## src/rtl/fbp2png_ram.sv

```systemverilog
`default_nettype none
module fbp2png_ram #(
  parameter int WIDTH = 8,
  parameter int DEPTH = 2
) (
  input  wire logic                                         clk,
  input  wire logic                                         we,
  input  wire logic [((DEPTH > 1) ? $clog2(DEPTH) : 1)-1:0] waddr,
  input  wire logic [WIDTH-1:0]                             wdata,
  input  wire logic [((DEPTH > 1) ? $clog2(DEPTH) : 1)-1:0] raddr,
  output logic      [WIDTH-1:0]                             rdata
);

  logic [WIDTH-1:0] mem [DEPTH];

  always_ff @(posedge clk) begin
    if (we) begin
      mem[waddr] <= wdata;
    end
  end

  always_ff @(posedge clk) begin
    rdata <= mem[raddr];
  end

endmodule
`default_nettype wire

```

## config.mk

```make
export PLATFORM = sky130hd
export DESIGN_NAME = fbp2png_ram
export DESIGN_NICKNAME = d
export VERILOG_FILES = /design/src/rtl/fbp2png_ram.sv
export SDC_FILE = /design/constraint.sdc
export NUM_CORES = 1
export LEC_CHECK = 0
export CAP_MARGIN = 20
export CORE_UTILIZATION = 55
export DETAILED_ROUTE_END_ITERATION = 7
export DONT_BUFFER_PORTS = 1
export PLACE_DENSITY_LB_ADDON = 0.12
export SLEW_MARGIN = 20
export SYNTH_ARGS = -nofsm -noshare
export SYNTH_HDL_FRONTEND = slang
export SYNTH_SLANG_ARGS = --single-unit
export TNS_END_PERCENT = 30
```

## constraint.sdc

```tcl
create_clock -name clk -period 1.7 [get_ports clk]
set_input_delay 0.255 -clock clk [delete_from_list [all_inputs] [get_ports clk]]
set_output_delay 0.255 -clock clk [all_outputs]
set_load 0.02 [all_outputs]
```

==> flow_summary_export.csv <==
group,metric,value,unit
drt,wl_per_cell,15.6,um
power,power_density,1330,nW/um^2
timing,fmax,0.994,GHz
floorplanning,dieHeight,39.8,um
timing,max_slew_margin,73.4,%
cts,cts_max_level,1,
setup_path,critPathLaunchType,"flop",
drt,vias_per_cell,5.24,
floorplanning,die_area,1580,um^2
yosys,synthFlopType,"edfxtp_1",
power,pwr-share-seq,61.9,%
timing,fin_skew,0.000792,ns
timing,finalSetupViolCount,0,
global_route,grt_overflow_total,0,
setup_path,path_class,"reg -> out",
placement,placed_area,800,um^2
finish,drive_gt1_share,33.3,%
cts,cts.sinks,24,
floorplanning,rows,13,
min_path,min_path_type,"in -> reg",
drt,postRouteAntennaNets,0,
timing,fin_crit,1.01,ns
timing,drv_slew,0,
finish,diodes,0,
run,drv_cap,0,
cts,clock-root-buffer,"clkbuf_4",
power,clock_power_share,34.7,%
yosys,synthTopCellsByCount,"16 x edfxtp_1, 8 x dfxtp_1, 8 x mux2_4",
drt,drt-total-wl,845,um
drt,num_vias,283,
drt,drtPass1Iterations,2,
cts,numCtsBuffers,3,
global_route,antenna_found_initial,0,
placement,portBuffers,0,
timing,setup_tns,0,ns
timing,whs,0.0374,ns
cts,path_clk_slew,0.12,ns
yosys,yosysTopAreaCell,"edfxtp_1",
cts,cts.path.max_buffers,2,
placement,gp_congestion,0.657,
setup_path,critPathArrivalTime,0.75,ns
floorplanning,initial_utilization,59.5,%
drt,drc,0,
timing,fin_ws,0.694,ns
timing,hold_viol_final,0,
yosys,synth_area,785,um^2
timing,rsz0062_at_grt,"false",
global_route,grt_max_degree,15,
yosys,synthArstFlopShare,0,%
floorplanning,io_pins,20,
yosys,synth_edf_count,16,
setup_path,critPathMaxFanout,1,
finish,utilization,64.7,%
yosys,yosys_warnings,0,
yosys,postSynthCellCount,35,
cts,clk-insertion-delay-late,0.30,ns
power,total_leakage_power,0.321,nW
power,comb_power_share,3.4,%
finish,final_area,852,um^2
setup_path,required,1.44,ns
cts,cts_setup_buffers,0,
yosys,yosys-top-cells-area,"edfxtp_1 61%, dfxtp_1 20%, mux2_4 15%, buf_6 1.4%, and2_1 0.80%",
placement,pre_cts_ws,0.564,ns
global_route,grt_pass1_wl,1.28,mm
power,switching_power,0.202,mW
power,swShare,17.8,%
floorplanning,fp.coreArea,1320,um^2
timing,worst_pin_slew,0.399,ns
yosys,yosysUniqueCellTypes,6,
yosys,yosysMostFrequentCell,"edfxtp_1",
power,internal-power,0.935,mW
global_route,grt_pass1_vias,292,
run_status,outcome,"complete, no violations",
power,peakVddDrop,0.697,mV
cts,holdBufCountCts,0,
drt,drtIter0Drc,2,
setup_path,crit_path_end_kind,"output port",
yosys,synth_top_area_share,61.2,%
cts,cts_tree,"built",
floorplanning,die_x,39.8,um
finish,final_nets,52,
yosys,synthesis.nets,47,
timing,finalCritPeriodShare,59.2,%
yosys,avgSynthCellArea,22.4,um^2
finish,syn_to_final_growth,8.61,%
global_route,grt_usage,13.4,%
yosys,ys_seq_area_share,81.7,%
cts,ctsResizeCount,0,
yosys,ys_seq_elements,24,
placement,dp_hpwl,622,um
[cell families (layout without fill, tap and decap cells)]
kind of cell | after synthesis | in the layout | share of synthesized area (%)
buf+inv | 1 | 5 | 1.44
flops | 24 | 24 | 81.7
mux | 8 | 8 | 15.3
simple gates | 2 | 2 | 1.60
[state kept, by name, indices dropped and copies added (netlist names)]
name and cells:
rdata 8, mem 16
[worst paths after layout]
kind	from	end	slack, ns	cells after the start
worst min-delay path	wdata[2]	mem[0][2]$_DFFE_PP_	0.04	0
worst max register to register	mem[0][4]$_DFFE_PP_	rdata[4]$_DFF_P_	0.93	1
worst max-delay path	rdata[4]$_DFF_P_	rdata[4]	0.69	0
worst min register to register	mem[0][5]$_DFFE_PP_	rdata[5]$_DFF_P_	0.49	1
[layer usage]
metal / wire length [um] / up-vias / global-route usage [%]
met1: 299 / 130 / 14.3
met3: 69 / 2 / 3.98
met4: 6 / 0 / 10.3
met2: 470 / 16 / 21.7
met5: 0 / - / 0
li1: - / 135 / -
[layout by cell type (no fill, tap or decap)]
master | synthesis | final
and2_1 | 1 | 1
buf_4 | 0 | 1
bufinv_16 | 0 | 1
clkbuf_4 | 0 | 3
dfxtp_1 | 8 | 8
edfxtp_1 | 16 | 16
mux2_4 | 8 | 8
nor2b_1 | 1 | 1
[stage by stage]
stage,total power [mW],instances
final,1.14,54
after global routing,1.17,54
after CTS,1.15,54
after detailed placement,0.758,50
after global placement,0.754,50
after floorplan,0.754,35
[power by group through the flow]
stage	clock (mW)	sequential [mW]	combinational, mW
after detailed placement	0	0.718	0.0398
after CTS	0.401	0.705	0.0396
final	0.394	0.704	0.0388
after global routing	0.416	0.711	0.0419
after global placement	0	0.716	0.0380
after floorplan	0	0.713	0.0402
[area by class of cell]
cell class | count | area (um^2)
tap | 15 | 18.8
clock inverter | 1 | 30.0
multi-input combinational | 10 | 133
sequential | 24 | 641
clock buffer | 3 | 22.5
timing repair buffer | 1 | 7.51
fill | 89 | 465
Power figures use the tool's default switching activity.
