$ cat config.mk
export PLATFORM = sky130hd
export DESIGN_NAME = fbp2png_outq
export DESIGN_NICKNAME = d
export VERILOG_FILES = /design/src/rtl/fbp2png_pkg.sv /design/src/rtl/fbp2png_outq.sv
export SDC_FILE = /design/constraint.sdc
export NUM_CORES = 1
export LEC_CHECK = 0
export ABC_CLOCK_PERIOD_IN_PS = 5300
export BUFFER_PORTS_ARGS = -buffer_cell sky130_fd_sc_hd__buf_4
export CELL_PAD_IN_SITES_DETAIL_PLACEMENT = 0
export CELL_PAD_IN_SITES_GLOBAL_PLACEMENT = 2
export CORE_AREA = 2 2 102 84
export DETAILED_ROUTE_END_ITERATION = 7
export DIE_AREA = 0 0 104 86
export PLACE_DENSITY = 0.8
export SLEW_MARGIN = 25
export SYNTH_ARGS = -nofsm -noshare
export SYNTH_HDL_FRONTEND = slang
export SYNTH_SLANG_ARGS = --single-unit
$ cat constraint.sdc
create_clock -name clk -period 5.3 [get_ports clk]
set_input_delay 0 -clock clk [delete_from_list [all_inputs] [get_ports clk]]
set_output_delay 0 -clock clk [all_outputs]
set_load 0.005 [all_outputs]
$ cat src/rtl/fbp2png_pkg.sv
`default_nettype none
package fbp2png_pkg;

  localparam int MAX_WIDTH_DEFAULT = 2048;
  localparam int ROW_LIMIT         = 2048;
  localparam int ROW_W             = $clog2(ROW_LIMIT);
  localparam int DIM_W             = 12;
  localparam int LAYOUT_W          = 10;
  localparam int PIXEL_W           = 32;
  localparam int RGB_W             = 24;
  localparam int PAIR_W            = 27;
  localparam int CFG_INDEX_W       = 3;
  localparam int CFG_DATA_W        = 12;
  localparam int OUTQ_DEPTH        = 3;
  localparam int OUTQ_PTR_W        = 2;

  localparam logic [CFG_INDEX_W-1:0] REG_WIDE_PIXEL     = 3'd0;
  localparam logic [CFG_INDEX_W-1:0] REG_RED_LAYOUT     = 3'd1;
  localparam logic [CFG_INDEX_W-1:0] REG_GREEN_LAYOUT   = 3'd2;
  localparam logic [CFG_INDEX_W-1:0] REG_BLUE_LAYOUT    = 3'd3;
  localparam logic [CFG_INDEX_W-1:0] REG_HALF_SCALE     = 3'd4;
  localparam logic [CFG_INDEX_W-1:0] REG_DISPLAY_WIDTH  = 3'd5;
  localparam logic [CFG_INDEX_W-1:0] REG_DISPLAY_HEIGHT = 3'd6;

  localparam logic                RST_WIDE_PIXEL     = 1'b1;
  localparam logic [LAYOUT_W-1:0] RST_RED_LAYOUT     = 10'd520;
  localparam logic [LAYOUT_W-1:0] RST_GREEN_LAYOUT   = 10'd264;
  localparam logic [LAYOUT_W-1:0] RST_BLUE_LAYOUT    = 10'd8;
  localparam logic                RST_HALF_SCALE     = 1'b0;
  localparam logic [DIM_W-1:0]    RST_DISPLAY_WIDTH  = 12'd800;
  localparam logic [DIM_W-1:0]    RST_DISPLAY_HEIGHT = 12'd480;

  typedef struct packed {
    logic                wide_pixel;
    logic [LAYOUT_W-1:0] red_layout;
    logic [LAYOUT_W-1:0] green_layout;
    logic [LAYOUT_W-1:0] blue_layout;
  } unpack_cfg_t;

  typedef struct packed {
    logic       frame_end;
    logic       row_start;
    logic [7:0] blue;
    logic [7:0] green;
    logic [7:0] red;
  } out_beat_t;

endpackage
`default_nettype wire

$ cat src/rtl/fbp2png_outq.sv
`default_nettype none
module fbp2png_outq (
  input  wire logic                                  clk,
  input  wire logic                                  rst,
  input  wire logic                                  push,
  input  wire fbp2png_pkg::out_beat_t                push_beat,
  output logic                                       m_valid,
  input  wire logic                                  m_ready,
  output fbp2png_pkg::out_beat_t                     m_beat,
  output logic      [fbp2png_pkg::OUTQ_PTR_W-1:0]    level
);

  localparam logic [fbp2png_pkg::OUTQ_PTR_W-1:0] LAST =
    fbp2png_pkg::OUTQ_PTR_W'(fbp2png_pkg::OUTQ_DEPTH - 1);

  fbp2png_pkg::out_beat_t slots [fbp2png_pkg::OUTQ_DEPTH];
  logic [fbp2png_pkg::OUTQ_PTR_W-1:0] wr_ptr;
  logic [fbp2png_pkg::OUTQ_PTR_W-1:0] rd_ptr;
  logic pop;

  assign m_valid = (level != '0);
  assign m_beat  = slots[rd_ptr];
  assign pop     = m_valid && m_ready;

  always_ff @(posedge clk) begin
    if (push) begin
      slots[wr_ptr] <= push_beat;
    end
  end

  always_ff @(posedge clk) begin
    if (rst) begin
      wr_ptr <= '0;
      rd_ptr <= '0;
      level  <= '0;
    end else begin
      if (push) begin
        wr_ptr <= (wr_ptr == LAST) ? '0 : wr_ptr + 1'b1;
      end
      if (pop) begin
        rd_ptr <= (rd_ptr == LAST) ? '0 : rd_ptr + 1'b1;
      end
      unique case ({push, pop})
        2'b10:   level <= level + 1'b1;
        2'b01:   level <= level - 1'b1;
        default: level <= level;
      endcase
    end
  end

endmodule
`default_nettype wire
==> results of run 1 <==
## metal layers
layer / global-route usage / routed length, µm
met1: 0.164 / 2680
met2: 0.202 / 2460
met3: 0.0517 / 264
met4: 0.0369 / 46
met5: 0 / 0
## flip-flops by register name, indices dropped and copies added (netlist names), named ones only
signal  cells
slots      78
wr_ptr      2
level       2
rd_ptr      2
## through the flow
step	hold slack, ns	cells	util
floorplan	0.0691	198	-
global placement	0.197	358	0.477
detailed placement	0.198	358	0.477
CTS	0.000866	401	0.537
global route	0.000795	401	0.537
finish	0.0160	401	0.537
## worst max path at each step
stage,end,slack (ns),cells past startpoint,from
after CTS,m_beat[21],3.38,3,flop
after global routing,m_beat[21],3.29,3,flop
after detailed placement,slots[0][1],3.58,2,wr_ptr[0]
final,m_beat[21],3.42,3,flop
after floorplan,slots[0][0],2.65,1,wr_ptr[0]
after global placement,slots[0][17],3.64,2,wr_ptr[0]
## power by group through the flow
stage	sequential, µW	combinational (µW)	clock (µW)
6_report	836	273	436
5_1_grt	845	298	483
4_1_cts	839	279	452
3_5_place_dp	854	262	0
3_3_place_gp	853	259	0
2_1_floorplan	812	157	0
## placed cells by master (no fill, tap or decap), types with 3 or more instances in the layout
master	count
nand2_1	29
o21ai_0	27
mux2i_1	26
a21oi_1	4
dlygate4sd3_1	27
edfxtp_1	78
dfxtp_1	6
buf_4	61
clkinvlp_4	3
clkbuf_8	9
## tightest hold or removal path: cells and delay by family
| family | cells | cell delay, ns |
|---|---|---|
| AO/OA/AOI/OAI | 1 | 0.18 |
| buffers and inverters | 1 | 0.10 |
| AND/OR/NAND/NOR | 1 | 0.04 |
## cell type report
class	count	area [µm²]	share of cell area
clock buffers	9	124	0.0294
inverters	2	7.51	0.00178
clock inverters	7	73.8	0.0175
multi-input cells	101	636	0.151
well taps	108	135	0.0321
repair buffers	88	728	0.173
flip-flops and latches	86	2500	0.595
## cell families (layout without fill, tap and decap cells)
kind of cell,Yosys count,count (layout)
fa+ha+maj,1,1
xor+xnor,2,2
simple gates,39,39
flops,86,86
mux,26,26
compound gates,33,33
buf+inv,11,106
==> impl_metrics.yaml, run 1 <==
synth:
  synth_mux_area_frac: 0.0818
  yosys.area_share.simple: 0.0527
  syn_nets: 229
  ys_seq_area_frac: 0.786
  synthArstFlopShare: 0
  synth_largest_area_cell: "edfxtp_1"
  synth_warnings: 0
  dominantRegCellSynth: "edfxtp_1"
  synth_cells: 198
  synth.most_common_cell: "edfxtp_1"
  synthTopCellsByArea: "edfxtp_1 (74%), mux2i_1 (8.2%), dfxtp_1 (5.0%)"
  yosysTopAreaCellShare: 0.736
  synthAdderAreaFrac: 0.00393
  netlist_area_mm2: 0.00318
  syn_area_per_cell_um2: 16.1
  synth-compound-area-share: 0.0535
  synth_top_family_by_area: "multiplexers"
  synth-xor-area-share: 0.00550
  synth_edf_count: 78
  synthTopCellsByCount: "edfxtp_1 (78), nand2_1 (29), o21ai_0 (27)"
  ys_ff_latch: 86
  yosysUniqueCellTypes: 21
cells_and_area:
  area_delta_synth_final_pct: 32.2
  final_nets: 319
  post-route-cell-area_mm2: 0.00421
  drive_gt1_frac: 0.280
  diodes: 0
  num-fill-cells: 694
timing:
  fin_setup_tns_ns: 0
  finalCriticalPeriod_ns: 1.88
  finalMaxSlewViolations: 0
  worst_slack_ns: 3.42
  rsz0062_at_grt: "no"
  finClkSkew_ns: 0.00477
  max_freq_mhz: 533
  tightest_slew_ns: 0.846
  timing.slew.headroom: 0.436
  final-setup-viol-count: 0
  finalCritPeriodShare: 0.354
  finalHoldViolations: 0
route:
  drc: 0
  vias: 1803
  wirelength_um: 5450
  first_iter_violations: 92
  viasPerCell: 4.50
  ant_nets: 0
  first_pass_iters: 4
  drt-wirelength-per-cell_um: 13.6
worst_setup_path:
  reg2reg_to: "slots[0][18]"
  rr_startpoint: "wr_ptr[0]"
  crit_chain: "mux2i_1 > o21ai_0 > buf_4"
  start_kind: "flop"
  max_stage_delay_ns: 0.87
  worst-path-buf-inv: 1
  r2r_slack_ns: 3.61
  rr_worst_depth: 2
  crit_slowest_cell: "dfxtp_2"
  worstPathArrival_ns: 1.88
  path_delay_family: "flip-flops"
  critPathCaptureType: "primary output"
  worstPathRequired_ns: 5.30
  path_class: "reg -> out"
  critPathMaxFanout: 26
floorplan:
  die_area_mm2: 0.00894
  dieWidth_um: 104
  core_mm2: 0.00784
  chipHeight_um: 86
  initial_utilization: 0.406
  io_pins: 59
  rows: 29
clock_network:
  post_cts_buffers: 0
  htreeDepth: 3
  holdBufCountCts: 27
  cts_buffers: 9
  cts.path.max_buffers: 2
  cts_sinks: 86
  ctsRootBufferMaster: "clkbuf_8"
  path_clk_slew_ns: 0.08
  cts_resized: 0
  clk_latency_ns: 0.34
  cts_tree: "done"
placement:
  portBuffers: 58
  dp_slack_ns: 3.58
  hpwl_um: 3430
  placed_area_mm2: 0.00374
  place_congestion: 0.694
worst_hold_path:
  hold_depth: 3
  worstHoldEndpoint: "wr_ptr[0]"
  holdCritStartpoint: "push"
  hold_class: "in -> reg"
outcome:
  outcome: "completed"
power:
  p_comb_frac: 0.177
  switching_share: 0.244
  totalPowerFinal_uw: 1550
  intPower_uw: 1170
  p_leak_uw: 0.00146
  ir_worst_vdd_uv: 215
  clkPwrFrac: 0.282
  switchingPower_uw: 376
  powerDensity_mw_per_mm2: 367
  power_frac_seq: 0.541
global_routing:
  grt-ovfl-total: 0
  grt_pass1_wl_um: 8510
  grtUsageTotal: 0.128
  grt_max_degree: 53
  grt_pass1_vias: 1770
  antenna_found_initial: 0
run:
  maxCapViolCount: 0
No activity file was read; power rests on OpenSTA's default activity.
==> inputs of run 2 (changes only) <==
--- a/config.mk
+++ b/config.mk
@@ -5,14 +5,15 @@
 export SDC_FILE = /design/constraint.sdc
 export NUM_CORES = 1
 export LEC_CHECK = 0
-export ABC_CLOCK_PERIOD_IN_PS = 5300
+export ABC_AREA = 1
+export ABC_CLOCK_PERIOD_IN_PS = 2000
 export BUFFER_PORTS_ARGS = -buffer_cell sky130_fd_sc_hd__buf_4
 export CELL_PAD_IN_SITES_DETAIL_PLACEMENT = 0
 export CELL_PAD_IN_SITES_GLOBAL_PLACEMENT = 2
-export CORE_AREA = 2 2 102 84
+export CORE_AREA = 2 2 109 90
 export DETAILED_ROUTE_END_ITERATION = 7
-export DIE_AREA = 0 0 104 86
-export PLACE_DENSITY = 0.8
+export DIE_AREA = 0 0 111 92
+export PLACE_DENSITY = 0.75
 export SLEW_MARGIN = 25
 export SYNTH_ARGS = -nofsm -noshare
 export SYNTH_HDL_FRONTEND = slang
==> constraint.sdc (replaced) <==
create_clock -name clk -period 2 [get_ports clk]
set_input_delay 0 -clock clk [delete_from_list [all_inputs] [get_ports clk]]
set_output_delay 0 -clock clk [all_outputs]
set_load 0.005 [all_outputs]
==> impl_metrics.yaml, run 2 <==
placement:
  place_congestion: 0.711
  dp.cells: 419
  dp_slack_ns: 0.595
  portBuffers: 58
  hpwl_um: 4250
synth:
  syn_area_per_cell_um2: 13.5
  dominantRegCellSynth: "edfxtp_1"
  yosysTopAreaCellShare: 0.712
  synthAdderAreaFrac: 0.00381
  synthTopCellsByArea: "edfxtp_1 (71%), a21oi_1 (7.6%), dfxtp_1 (4.9%)"
  synth_warnings: 0
  synth_edf_count: 78
  synth_top_family_by_area: "compound AO/OA/AOI/OAI gates"
  synth_largest_area_cell: "edfxtp_1"
  yosysUniqueCellTypes: 19
  synth.most_common_cell: "edfxtp_1"
  synthArstFlopShare: 0
  ys_seq_area_frac: 0.761
  synth-xor-area-share: 0
  synth_cells: 243
  ys_ff_latch: 86
  synthTopCellsByCount: "edfxtp_1 (78), a21oi_1 (50), nor2_1 (36)"
  netlist_area_mm2: 0.00329
  syn_nets: 274
  yosys.area_share.simple: 0.0879
  synth_mux_area_frac: 0
  synth-compound-area-share: 0.0940
worst_setup_path:
  worstPathArrival_ns: 1.61
  worstPathRequired_ns: 2.00
  critPathMaxFanout: 10
  r2r_slack_ns: 0.61
  path_class: "reg -> out"
  start_kind: "flop"
  critPathCaptureType: "primary output"
timing:
  final-setup-viol-count: 0
  finalCritPeriodShare: 0.804
  rsz0062_at_grt: "no"
  hold_slack_ns: 0.0121
  timing.slew.headroom: 0.694
  finClkSkew_ns: 0.00847
  finalCriticalPeriod_ns: 1.61
  fin_setup_tns_ns: 0
  worst_slack_ns: 0.392
  max_freq_mhz: 622
  tightest_slew_ns: 0.458
  finalMaxSlewViolations: 0
  finalHoldViolations: 0
global_routing:
  grtUsageMet2: 0.239
  grt_pass1_vias: 2130
  grt_pass1_wl_um: 10800
  grtUsageTotal: 0.140
  met3_usage: 0.0397
  antenna_found_initial: 0
  grt_max_degree: 27
  grt.busiest_layer: "met2"
  grt-ovfl-total: 0
  grt_use_met1: 0.172
route:
  drc: 0
  first_pass_iters: 4
  vias: 2107
  drt-wirelength-per-cell_um: 14.7
  first_iter_violations: 71
  ant_nets: 0
  wirelength_um: 6830
  viasPerCell: 4.55
cells_and_area:
  largest_reg_flops: 78
  final_nets: 370
  drive_gt1_frac: 0.267
  top_register: "slots"
  final_common_cell: "edfxtp_1"
  most-common-layout-cells: "edfxtp_1 (78), buf_4 (66), a21oi_1 (50)"
  layout.cells.non_filler: 463
  diodes: 0
  num-fill-cells: 823
  area_delta_synth_final_pct: 34.5
power:
  ir_worst_vdd_uv: 415
  powerDensity_mw_per_mm2: 1010
  p_leak_uw: 0.00171
clock_network:
  holdBufCountCts: 28
  cts_buffers: 9
  cts.path.max_buffers: 2
  path_clk_slew_ns: 0.06
  htreeDepth: 3
  cts_sinks: 86
  post_cts_buffers: 0
  ctsRootBufferMaster: "clkbuf_16"
  cts_tree: "done"
  cts_resized: 0
  clk_latency_ns: 0.33
floorplan:
  chipHeight_um: 92
  rows: 32
  initial_utilization: 0.356
  die_area_mm2: 0.0102
  core_mm2: 0.00925
  dieWidth_um: 111
  io_pins: 59
run:
  maxCapViolCount: 0
outcome:
  outcome: "completed"
worst_hold_path:
  hold_class: "in -> reg"
[run 2: cells by family (layout without fill, tap and decap cells)]
logic type,count (synthesis),count (layout)
AO/OA/AOI/OAI,58,58
adder cells (fa/ha/maj),1,1
buffers and inverters,24,125
flip-flops,86,86
AND/OR/NAND/NOR,74,74
[run 2: through the flow]
stage                util  area, µm²  total power (µW)
floorplan               -       3290              2520
global placement    0.416       3850              2860
detailed placement  0.416       3850              2870
CTS                 0.478       4420              4530
global route        0.478       4420              4660
finish              0.478       4420              4450
[run 2: layer usage]
metal  wire length (µm)  part of all wire  up-vias
met5                  0                 0        -
met4                 60            0.0088        0
met3                254             0.037        4
met2               3450              0.51       34
met1               3060              0.45     1015
li1                   -                 -     1054
[run 2: final timing paths]
kind | start | endpoint | cells past startpoint
max reg2reg | wr_ptr[1] | slots[0][17] | 4
max | flop | m_beat[11] | 4
min | push | wr_ptr[0] | 3
min reg2reg | level[1] | level[1] | 2
[run 2: layout make-up]
cell class,instances,area (µm²),share of cell area
timing repair buffer,95,796,0.180
sequential,86,2500,0.566
inverter,14,62.6,0.0141
tap,119,149,0.0337
clock inverter,6,62.6,0.0141
clock buffer,10,229,0.0518
multi-input combinational,133,622,0.141
[run 2: worst max-delay path, cell delays in order (launching register included)]
cell	delay, ns
dfxtp_1	0.59
buf_4	0.27
a21oi_1	0.08
a21oi_1	0.19
buf_4	0.14
[run 2: power breakdown]
part	switching [µW]	total [µW]	leakage (µW)	internal [µW]
Clock	634	1600	0.000136	962
Sequential	51.5	2110	0.000787	2060
Combinational	371	744	0.000785	373
