===== src/rtl/fbp2png_pkg.sv =====
`default_nettype none
package fbp2png_pkg;

  localparam int MAX_WIDTH_DEFAULT = 2048;
  localparam int ROW_LIMIT         = 2048;
  localparam int ROW_W             = $clog2(ROW_LIMIT);
  localparam int DIM_W             = 12;
  localparam int LAYOUT_W          = 10;
  localparam int PIXEL_W           = 32;
  localparam int RGB_W             = 24;
  localparam int PAIR_W            = 27;
  localparam int CFG_INDEX_W       = 3;
  localparam int CFG_DATA_W        = 12;
  localparam int OUTQ_DEPTH        = 3;
  localparam int OUTQ_PTR_W        = 2;

  localparam logic [CFG_INDEX_W-1:0] REG_WIDE_PIXEL     = 3'd0;
  localparam logic [CFG_INDEX_W-1:0] REG_RED_LAYOUT     = 3'd1;
  localparam logic [CFG_INDEX_W-1:0] REG_GREEN_LAYOUT   = 3'd2;
  localparam logic [CFG_INDEX_W-1:0] REG_BLUE_LAYOUT    = 3'd3;
  localparam logic [CFG_INDEX_W-1:0] REG_HALF_SCALE     = 3'd4;
  localparam logic [CFG_INDEX_W-1:0] REG_DISPLAY_WIDTH  = 3'd5;
  localparam logic [CFG_INDEX_W-1:0] REG_DISPLAY_HEIGHT = 3'd6;

  localparam logic                RST_WIDE_PIXEL     = 1'b1;
  localparam logic [LAYOUT_W-1:0] RST_RED_LAYOUT     = 10'd520;
  localparam logic [LAYOUT_W-1:0] RST_GREEN_LAYOUT   = 10'd264;
  localparam logic [LAYOUT_W-1:0] RST_BLUE_LAYOUT    = 10'd8;
  localparam logic                RST_HALF_SCALE     = 1'b0;
  localparam logic [DIM_W-1:0]    RST_DISPLAY_WIDTH  = 12'd800;
  localparam logic [DIM_W-1:0]    RST_DISPLAY_HEIGHT = 12'd480;

  typedef struct packed {
    logic                wide_pixel;
    logic [LAYOUT_W-1:0] red_layout;
    logic [LAYOUT_W-1:0] green_layout;
    logic [LAYOUT_W-1:0] blue_layout;
  } unpack_cfg_t;

  typedef struct packed {
    logic       frame_end;
    logic       row_start;
    logic [7:0] blue;
    logic [7:0] green;
    logic [7:0] red;
  } out_beat_t;

endpackage
`default_nettype wire


===== src/rtl/fbp2png_unpack.sv =====
`default_nettype none
module fbp2png_unpack (
  input  wire logic                                clk,
  input  wire logic                                en,
  input  wire fbp2png_pkg::unpack_cfg_t            cfg,
  input  wire logic [fbp2png_pkg::PIXEL_W-1:0]     word,
  output logic      [fbp2png_pkg::RGB_W-1:0]       px
);

  function automatic logic [7:0] widen(logic [31:0] w, logic [9:0] layout);
    logic [4:0]  off;
    logic [4:0]  len;
    logic [5:0]  sh;
    logic [31:0] hi;
    logic [6:0]  v;
    logic [7:0]  up;
    logic [7:0]  res;
    off = layout[9:5];
    len = layout[4:0];
    sh  = {1'b0, off} + {1'b0, len} - 6'd8;
    hi  = w >> sh;
    v   = 7'(w >> off) & 7'((8'd1 << len[2:0]) - 8'd1);
    up  = {1'b0, v} << (4'd8 - {1'b0, len[2:0]});
    if (len == 5'd0) begin
      res = 8'd0;
    end else if (len >= 5'd8) begin
      res = hi[7:0];
    end else begin
      res = up | (up >> len[2:0]);
    end
    return res;
  endfunction

  logic [fbp2png_pkg::PIXEL_W-1:0] word_m;

  assign word_m = cfg.wide_pixel ? word : {16'd0, word[15:0]};

  always_ff @(posedge clk) begin
    if (en) begin
      px <= {widen(word_m, cfg.red_layout), widen(word_m, cfg.green_layout),
             widen(word_m, cfg.blue_layout)};
    end
  end

endmodule
`default_nettype wire


===== config.mk =====
export PLATFORM = sky130hd
export DESIGN_NAME = fbp2png_unpack
export DESIGN_NICKNAME = d
export VERILOG_FILES = /design/src/rtl/fbp2png_pkg.sv /design/src/rtl/fbp2png_unpack.sv
export SDC_FILE = /design/constraint.sdc
export NUM_CORES = 1
export LEC_CHECK = 0
export BUFFER_PORTS_ARGS = -buffer_cell sky130_fd_sc_hd__buf_2
export CORE_ASPECT_RATIO = 1.1
export CORE_MARGIN = 4
export CORE_UTILIZATION = 45
export CTS_BUF_LIST = sky130_fd_sc_hd__clkbuf_4 sky130_fd_sc_hd__clkbuf_8
export DETAILED_ROUTE_END_ITERATION = 10
export PLACE_DENSITY = 0.67
export SKIP_LAST_GASP = 1
export SYNTH_ARGS = -nofsm -noshare
export SYNTH_HDL_FRONTEND = slang
export SYNTH_SLANG_ARGS = --single-unit

===== constraint.sdc =====
create_clock -name clk -period 4.5 [get_ports clk]
set_input_delay 0.9 -clock clk [delete_from_list [all_inputs] [get_ports clk]]
set_output_delay 0.9 -clock clk [all_outputs]
set_load 0.01 [all_outputs]

==> results of run 1 <==
-- layout by cell type (no fill, tap or decap), drive strengths merged, types with 9 or more instances in the layout --
master,instances
a2111oi,11
a211oi,29
a21o,16
a21oi,78
a22oi,19
a31oi,10
and2,19
buf,184
edfxtp,24
ha,47
inv,57
mux2,47
mux2i,129
mux4,98
nand2,126
nand2b,19
nand3,41
nor2,110
nor2b,32
nor3,25
nor4,10
o211ai,13
o21ai,78
o22ai,33
o311ai,9
o32ai,9
or3,13
xnor2,12
xor2,9
-- cell type report --
type                            instances  area (um2)  area share [%]
Multi-Input combinational cell       1210        9990            78.6
Timing Repair Buffer                  184        1260            9.91
Sequential cell                        24         721            5.66
Tap cell                              346         433            3.40
Inverter                               64         240            1.89
Clock buffer                            3        41.3           0.325
Clock inverter                          1        30.0           0.236
Antenna cell                            1        2.50          0.0197
-- power by group --
group / switching (mW) / internal, mW / leakage (nW) / total, mW
registers: 0.00860 / 0.304 / 0.230 / 0.312
clock network: 0.0973 / 0.120 / 0.0357 / 0.217
logic: 1.24 / 0.934 / 4.82 / 2.18
total: 1.35 / 1.36 / 5.09 / 2.70
-- layer usage --
| metal | track usage, % | vias up | routed length [um] |
|---|---|---|---|
| met4 | 12.0 | 0 | 2300 |
| li1 | - | 5711 | - |
| met5 | 0 | - | 0 |
| met1 | 40.5 | 6116 | 17300 |
| met2 | 44.9 | 950 | 18600 |
| met3 | 4.92 | 195 | 5060 |
-- worst max-delay path: stages --
cell                        delay, ps
sky130_fd_sc_hd__buf_2            250
sky130_fd_sc_hd__clkinv_1         310
sky130_fd_sc_hd__ha_1             330
sky130_fd_sc_hd__ha_1             250
sky130_fd_sc_hd__nor3_1           160
sky130_fd_sc_hd__o22ai_1          160
sky130_fd_sc_hd__and4_1           210
sky130_fd_sc_hd__a41oi_2          370
sky130_fd_sc_hd__o31ai_1          140
sky130_fd_sc_hd__or2_2            300
sky130_fd_sc_hd__o32a_1           180
sky130_fd_sc_hd__a2111oi_1        460
sky130_fd_sc_hd__o22ai_1          150
-- worst paths after layout --
path	from	to	slack [ps]	depth (start not counted)
hold / removal	cfg[14]	px[14]$_SDFFCE_PN0P_	1110	3
setup / recovery	cfg[21]	px[17]$_SDFFCE_PN0P_	360	13
-- metrics by stage --
step                power [mW]  cell area (um2)  cells
detailed placement        2.44            12600   1828
global placement          2.42            12600   1828
finish                    2.70            12700   1833
CTS                       2.66            12700   1832
floorplan                 1.87            11800   1476
global route              2.89            12700   1833
-- cells by family after synthesis --
logic type,synth area share (%)
XOR/XNOR,1.56
AND/OR/NAND/NOR,17.9
multiplexers,34.3
adder cells (fa/ha/maj),5.51
AO/OA/AOI/OAI,25.7
buffers and inverters,8.92
flip-flops,6.13
==> flow_summary.html, run 1 <==
<table>
<tr><th>Metric</th><th>Value</th></tr>
<tr><th colspan="2">STA</th></tr>
<tr><td>Final setup TNS</td><td>0 ps</td></tr>
<tr><td>Final setup violating endpoints</td><td>0</td></tr>
<tr><td>Transition time at the pin with the least slew margin</td><td>825 ps</td></tr>
<tr><td>Final period demand of the worst path</td><td>4140 ps</td></tr>
<tr><td>Timing-limited maximum frequency</td><td>241 MHz</td></tr>
<tr><td>Worst setup slack after layout</td><td>355 ps</td></tr>
<tr><td>RSZ-0062 raised after global routing</td><td>false</td></tr>
<tr><td>Max-slew violation count</td><td>0</td></tr>
<tr><td>Tightest slew margin relative to the limit</td><td>44.6%</td></tr>
<tr><td>Worst Hold Slack</td><td>1110 ps</td></tr>
<tr><td>Number of hold violations in the final report</td><td>0</td></tr>
<tr><td>Post-route fraction of the period consumed by the critical path</td><td>92.1%</td></tr>
<tr><th colspan="2">Final layout</th></tr>
<tr><td>Layout cell share with drive strength beyond 1</td><td>23.9%</td></tr>
<tr><td>Registers with the most flip-flops</td><td>px: 24 flops</td></tr>
<tr><td>Number of nets in the finished design</td><td>1602</td></tr>
<tr><td>Max reg flops</td><td>24</td></tr>
<tr><td>Area overhead of the layout relative to synthesis</td><td>8.23%</td></tr>
<tr><td>Number of fillers in the final layout</td><td>2477</td></tr>
<tr><td>Post-route core utilization</td><td>49.9%</td></tr>
<tr><td>Top register by number of flip-flops</td><td>px</td></tr>
<tr><th colspan="2">Yosys</th></tr>
<tr><td>Synth Register Bits</td><td>24</td></tr>
<tr><td>Yosys warnings</td><td>0</td></tr>
<tr><td>Average footprint of a synthesized cell</td><td>7.96 um2</td></tr>
<tr><td>Yosys top cell by area</td><td>sky130_fd_sc_hd__mux4_2</td></tr>
<tr><td>Most frequently used flop master after synthesis</td><td>sky130_fd_sc_hd__edfxtp_1</td></tr>
<tr><td>Net count of the mapped netlist</td><td>1591</td></tr>
<tr><td>Post-Syn Area</td><td>11800 um2</td></tr>
<tr><td>Top cells by area, synth</td><td>sky130_fd_sc_hd__mux4_2 (19%), sky130_fd_sc_hd__mux2i_1 (11%), sky130_fd_sc_hd__edfxtp_1 (6.1%)</td></tr>
<tr><td>Synth Instances</td><td>1476</td></tr>
<tr><td>Sequential element share of the synthesized area</td><td>6.13%</td></tr>
<tr><td>Proportion of netlist area held by the largest area contributor</td><td>18.8%</td></tr>
<tr><td>Ys async rst share</td><td>0%</td></tr>
<tr><td>Number of enable flip-flop cells after synthesis</td><td>24</td></tr>
<tr><td>Top cell types by occurrence after synthesis</td><td>sky130_fd_sc_hd__mux2i_1 (129), sky130_fd_sc_hd__nand2_1 (126), sky130_fd_sc_hd__clkbuf_1 (115)</td></tr>
<tr><td>Most instantiated library cell after synthesis</td><td>sky130_fd_sc_hd__mux2i_1</td></tr>
<tr><td>Cell variety after synth</td><td>87</td></tr>
<tr><th colspan="2">Detailed routing</th></tr>
<tr><td>DRC</td><td>0</td></tr>
<tr><td>Number of antenna-violating nets in the routed design</td><td>0</td></tr>
<tr><td>Aggregate routed wire length</td><td>43300 um</td></tr>
<tr><td>Total iterations of the first detailed-routing run</td><td>6</td></tr>
<tr><td>Vias after detailed routing</td><td>13000</td></tr>
<tr><td>Routed wirelength normalized by instance count</td><td>23.6 um</td></tr>
<tr><td>Number of vias per cell</td><td>7.08</td></tr>
<tr><td>Number of DRC markers after the initial detailed-route iteration</td><td>1761</td></tr>
<tr><th colspan="2">Placed design</th></tr>
<tr><td>Worst slack at placement</td><td>128 ps</td></tr>
<tr><td>Port-buffer cells</td><td>88</td></tr>
<tr><td>Final Wtd Congestion</td><td>1.01</td></tr>
<tr><td>DPL Wire Length</td><td>31000 um</td></tr>
<tr><th colspan="2">Global routing</th></tr>
<tr><td>Maximum number of pins on one net before global-route repair</td><td>64</td></tr>
<tr><td>Wire length of the first global-routing pass</td><td>67800 um</td></tr>
<tr><td>Number of global-route vias before repair</td><td>12100</td></tr>
<tr><td>Antenna violations before repair</td><td>1</td></tr>
<tr><td>GRT Resource Usage Total</td><td>29.1%</td></tr>
<tr><td>Global route overflow</td><td>0</td></tr>
<tr><th colspan="2">Clocking</th></tr>
<tr><td>Root cell of the clock tree</td><td>sky130_fd_sc_hd__clkbuf_8</td></tr>
<tr><td>TritonCTS clock tree</td><td>yes</td></tr>
<tr><td>Number of clock sinks</td><td>24</td></tr>
<tr><td>Maximum level of the CTS H-tree</td><td>1</td></tr>
<tr><td>Number of buffers created by CTS</td><td>3</td></tr>
<tr><td>Hold buffer count at CTS</td><td>0</td></tr>
<tr><td>Clock edge transition at the registers on the reported setup and hold paths</td><td>120 ps</td></tr>
<tr><td>Post CTS Setup Buffer Count</td><td>0</td></tr>
<tr><td>CTS resizes</td><td>0</td></tr>
<tr><td>Max clock buf depth</td><td>2</td></tr>
<tr><th colspan="2">Worst setup path</th></tr>
<tr><td>Class of the most critical setup path</td><td>input port to register</td></tr>
<tr><td>Worst endpoint required time</td><td>4550 ps</td></tr>
<tr><td>Startpoint kind of the worst setup timing path</td><td>input port</td></tr>
<tr><td>Setup crit end kind</td><td>register</td></tr>
<tr><td>Max FO, Critical Path</td><td>12</td></tr>
<tr><td>Data arrival time of the worst path</td><td>4190 ps</td></tr>
<tr><th colspan="2">Job</th></tr>
<tr><td>Max cap viols</td><td>0</td></tr>
<tr><th colspan="2">Power and ir drop</th></tr>
<tr><td>Power Density</td><td>213 nW/um2</td></tr>
<tr><td>Cell leakage power</td><td>5.09 nW</td></tr>
<tr><td>Peak ir drop on the vdd network</td><td>0.106 mV</td></tr>
<tr><th colspan="2">Outcome</th></tr>
<tr><td>Outcome</td><td>finished clean</td></tr>
<tr><th colspan="2">Die</th></tr>
<tr><td>Area of the die</td><td>28800 um2</td></tr>
<tr><td>Standard cell core area</td><td>25500 um2</td></tr>
<tr><td>Die height</td><td>178 um</td></tr>
<tr><td>Die Span X</td><td>162 um</td></tr>
<tr><td>Number of placement rows</td><td>61</td></tr>
<tr><td>Initial core utilization</td><td>46.1%</td></tr>
<tr><td>Number of primary I/O pins</td><td>89</td></tr>
<tr><th colspan="2">Worst hold path</th></tr>
<tr><td>Kind of path behind the tightest hold check</td><td>input port to register</td></tr>
</table>
(Power assumes the default switching activity.)
==> run 2: changes to the inputs <==
==> constraint.sdc (replaced) <==
create_clock -name clk -period 4.5 [get_ports clk]
set_input_delay 0.45 -clock clk [delete_from_list [all_inputs] [get_ports clk]]
set_output_delay 0.45 -clock clk [all_outputs]
set_load 0.01 [all_outputs]
==> run 2 against run 1 <==
Net effect:
- design area fell by 3.0%
- first-iteration DRC count rose by 9.8%
- critical path depth rose by 1
- worst hold slack got worse by 430 ps
- worst setup slack improved by 270 ps
- highest routed layer unchanged
==> flow_summary.html, run 2 (same netlist as run 1, synthesis figures left out) <==
<table>
<tr><th>Metric</th><th>Value</th></tr>
<tr><th colspan="2">Clocking</th></tr>
<tr><td>Hold buffer count at CTS</td><td>0</td></tr>
<tr><td>TritonCTS clock tree</td><td>yes</td></tr>
<tr><td>Number of buffers created by CTS</td><td>3</td></tr>
<tr><td>Root cell of the clock tree</td><td>sky130_fd_sc_hd__clkbuf_8</td></tr>
<tr><td>Max clock buf depth</td><td>2</td></tr>
<tr><td>Maximum level of the CTS H-tree</td><td>1</td></tr>
<tr><td>Post CTS Setup Buffer Count</td><td>0</td></tr>
<tr><td>Clock edge transition at the registers on the reported setup and hold paths</td><td>120 ps</td></tr>
<tr><td>CTS resizes</td><td>0</td></tr>
<tr><td>Number of clock sinks</td><td>24</td></tr>
<tr><th colspan="2">Placed design</th></tr>
<tr><td>Post-placement cell area</td><td>12300 um2</td></tr>
<tr><td>Final Wtd Congestion</td><td>0.970</td></tr>
<tr><td>DPL Wire Length</td><td>29800 um</td></tr>
<tr><td>Port-buffer cells</td><td>88</td></tr>
<tr><th colspan="2">Power and ir drop</th></tr>
<tr><td>Peak ir drop on the vdd network</td><td>0.117 mV</td></tr>
<tr><td>Post-layout power</td><td>2.64 mW</td></tr>
<tr><td>Cell leakage power</td><td>4.87 nW</td></tr>
<tr><td>Power Density</td><td>213 nW/um2</td></tr>
<tr><th colspan="2">Final layout</th></tr>
<tr><td>Cell area after layout</td><td>12300 um2</td></tr>
<tr><td>Max reg flops</td><td>24</td></tr>
<tr><td>Number of nets in the finished design</td><td>1565</td></tr>
<tr><td>Registers with the most flip-flops</td><td>px: 24 flops</td></tr>
<tr><td>Top library cells by usage in the layout, fill and taps aside</td><td>sky130_fd_sc_hd__mux2i_1 (129), sky130_fd_sc_hd__nand2_1 (126), sky130_fd_sc_hd__nor2_1 (110)</td></tr>
<tr><td>Layout cell share with drive strength beyond 1</td><td>21.9%</td></tr>
<tr><td>Most common cell after layout, fill and taps aside</td><td>sky130_fd_sc_hd__mux2i_1</td></tr>
<tr><td>Top register by number of flip-flops</td><td>px</td></tr>
<tr><td>Area overhead of the layout relative to synthesis</td><td>5.01%</td></tr>
<tr><th colspan="2">STA</th></tr>
<tr><td>Timing-limited maximum frequency</td><td>258 MHz</td></tr>
<tr><td>Final setup TNS</td><td>0 ps</td></tr>
<tr><td>Final period demand of the worst path</td><td>3870 ps</td></tr>
<tr><td>Transition time at the pin with the least slew margin</td><td>916 ps</td></tr>
<tr><td>Number of hold violations in the final report</td><td>0</td></tr>
<tr><td>Max-slew violation count</td><td>0</td></tr>
<tr><td>Final setup violating endpoints</td><td>0</td></tr>
<tr><td>Tightest slew margin relative to the limit</td><td>37.4%</td></tr>
<tr><td>RSZ-0062 raised after global routing</td><td>false</td></tr>
<tr><td>Post-route fraction of the period consumed by the critical path</td><td>86.1%</td></tr>
<tr><td>Worst Hold Slack</td><td>678 ps</td></tr>
<tr><th colspan="2">Worst setup path</th></tr>
<tr><td>Data arrival time of the worst path</td><td>4000 ps</td></tr>
<tr><td>Class of the most critical setup path</td><td>input port to register</td></tr>
<tr><td>Max FO, Critical Path</td><td>12</td></tr>
<tr><td>Setup crit end kind</td><td>register</td></tr>
<tr><td>Worst endpoint required time</td><td>4630 ps</td></tr>
<tr><td>Startpoint kind of the worst setup timing path</td><td>input port</td></tr>
<tr><th colspan="2">Detailed routing</th></tr>
<tr><td>Number of antenna-violating nets in the routed design</td><td>0</td></tr>
<tr><td>Total iterations of the first detailed-routing run</td><td>6</td></tr>
<tr><td>DRC</td><td>0</td></tr>
<tr><td>Number of vias per cell</td><td>7.09</td></tr>
<tr><td>Number of DRC markers after the initial detailed-route iteration</td><td>1934</td></tr>
<tr><td>Routed wirelength normalized by instance count</td><td>23.8 um</td></tr>
<tr><td>Aggregate routed wire length</td><td>42800 um</td></tr>
<tr><td>Vias after detailed routing</td><td>12700</td></tr>
<tr><th colspan="2">Global routing</th></tr>
<tr><td>Maximum number of pins on one net before global-route repair</td><td>40</td></tr>
<tr><td>Number of global-route vias before repair</td><td>11900</td></tr>
<tr><td>Wire length of the first global-routing pass</td><td>67000 um</td></tr>
<tr><td>GRT Resource Usage Total</td><td>28.8%</td></tr>
<tr><td>Antenna violations before repair</td><td>1</td></tr>
<tr><td>Global route overflow</td><td>0</td></tr>
<tr><th colspan="2">Die</th></tr>
<tr><td>Die Span X</td><td>162 um</td></tr>
<tr><td>Initial core utilization</td><td>46.1%</td></tr>
<tr><td>Area of the die</td><td>28800 um2</td></tr>
<tr><td>Die height</td><td>178 um</td></tr>
<tr><td>Number of primary I/O pins</td><td>89</td></tr>
<tr><td>Number of placement rows</td><td>61</td></tr>
<tr><td>Standard cell core area</td><td>25500 um2</td></tr>
<tr><th colspan="2">Outcome</th></tr>
<tr><td>Outcome</td><td>finished clean</td></tr>
<tr><th colspan="2">Worst hold path</th></tr>
<tr><td>Kind of path behind the tightest hold check</td><td>input port to register</td></tr>
<tr><th colspan="2">Job</th></tr>
<tr><td>Max cap viols</td><td>0</td></tr>
</table>
[run 2: final cells by class]
class / instances / area (um2)
Clock inverter: 1 / 30.0
Clock buffer: 3 / 41.3
Sequential cell: 24 / 721
Timing Repair Buffer: 147 / 883
Multi-Input combinational cell: 1210 / 9990
Tap cell: 346 / 433
Antenna cell: 1 / 2.50
Fill cell: 2511 / 13100
Inverter: 64 / 240
[run 2: metal layers]
layer	vias up	part of all wire, %	global-route usage, %
met5	-	0	0
met1	6051	40	40.7
met3	161	11	4.30
met4	0	4.2	11.7
li1	5629	-	-
met2	890	44	44.2
[run 2: worst paths after layout]
kind | slack [ps] | cells after the start | to | start
setup / recovery | 630 | 14 | px[1]$_SDFFCE_PN0P_ | cfg[1]
hold / removal | 680 | 3 | px[14]$_SDFFCE_PN0P_ | cfg[14]
[run 2: critical path: stages]
cell and delay (ps):
sky130_fd_sc_hd__buf_2 230, sky130_fd_sc_hd__inv_1 210, sky130_fd_sc_hd__ha_1 290, sky130_fd_sc_hd__ha_1 270, sky130_fd_sc_hd__or3_1 390, sky130_fd_sc_hd__a21oi_1 200, sky130_fd_sc_hd__nor2_1 60, sky130_fd_sc_hd__a2111oi_1 560
sky130_fd_sc_hd__a21oi_1 210, sky130_fd_sc_hd__nor3_1 180, sky130_fd_sc_hd__nor3_1 120, sky130_fd_sc_hd__or2_1 260, sky130_fd_sc_hd__o311a_1 310, sky130_fd_sc_hd__o32ai_1 260
[run 2: where the power goes]
part | internal (mW) | leakage [nW] | switching, mW | total (mW)
clock | 0.120 | 0.0357 | 0.0972 | 0.217
combinational | 0.886 | 4.60 | 1.22 | 2.10
sequential | 0.304 | 0.230 | 0.00972 | 0.313
[run 2: through the flow]
step	util (%)	instances	worst slack [ps]
2_1_floorplan	-	1476	692
3_3_place_gp	48.1	1791	461
3_5_place_dp	48.1	1791	378
4_1_cts	48.4	1795	696
5_1_grt	48.4	1796	377
6_report	48.4	1796	627
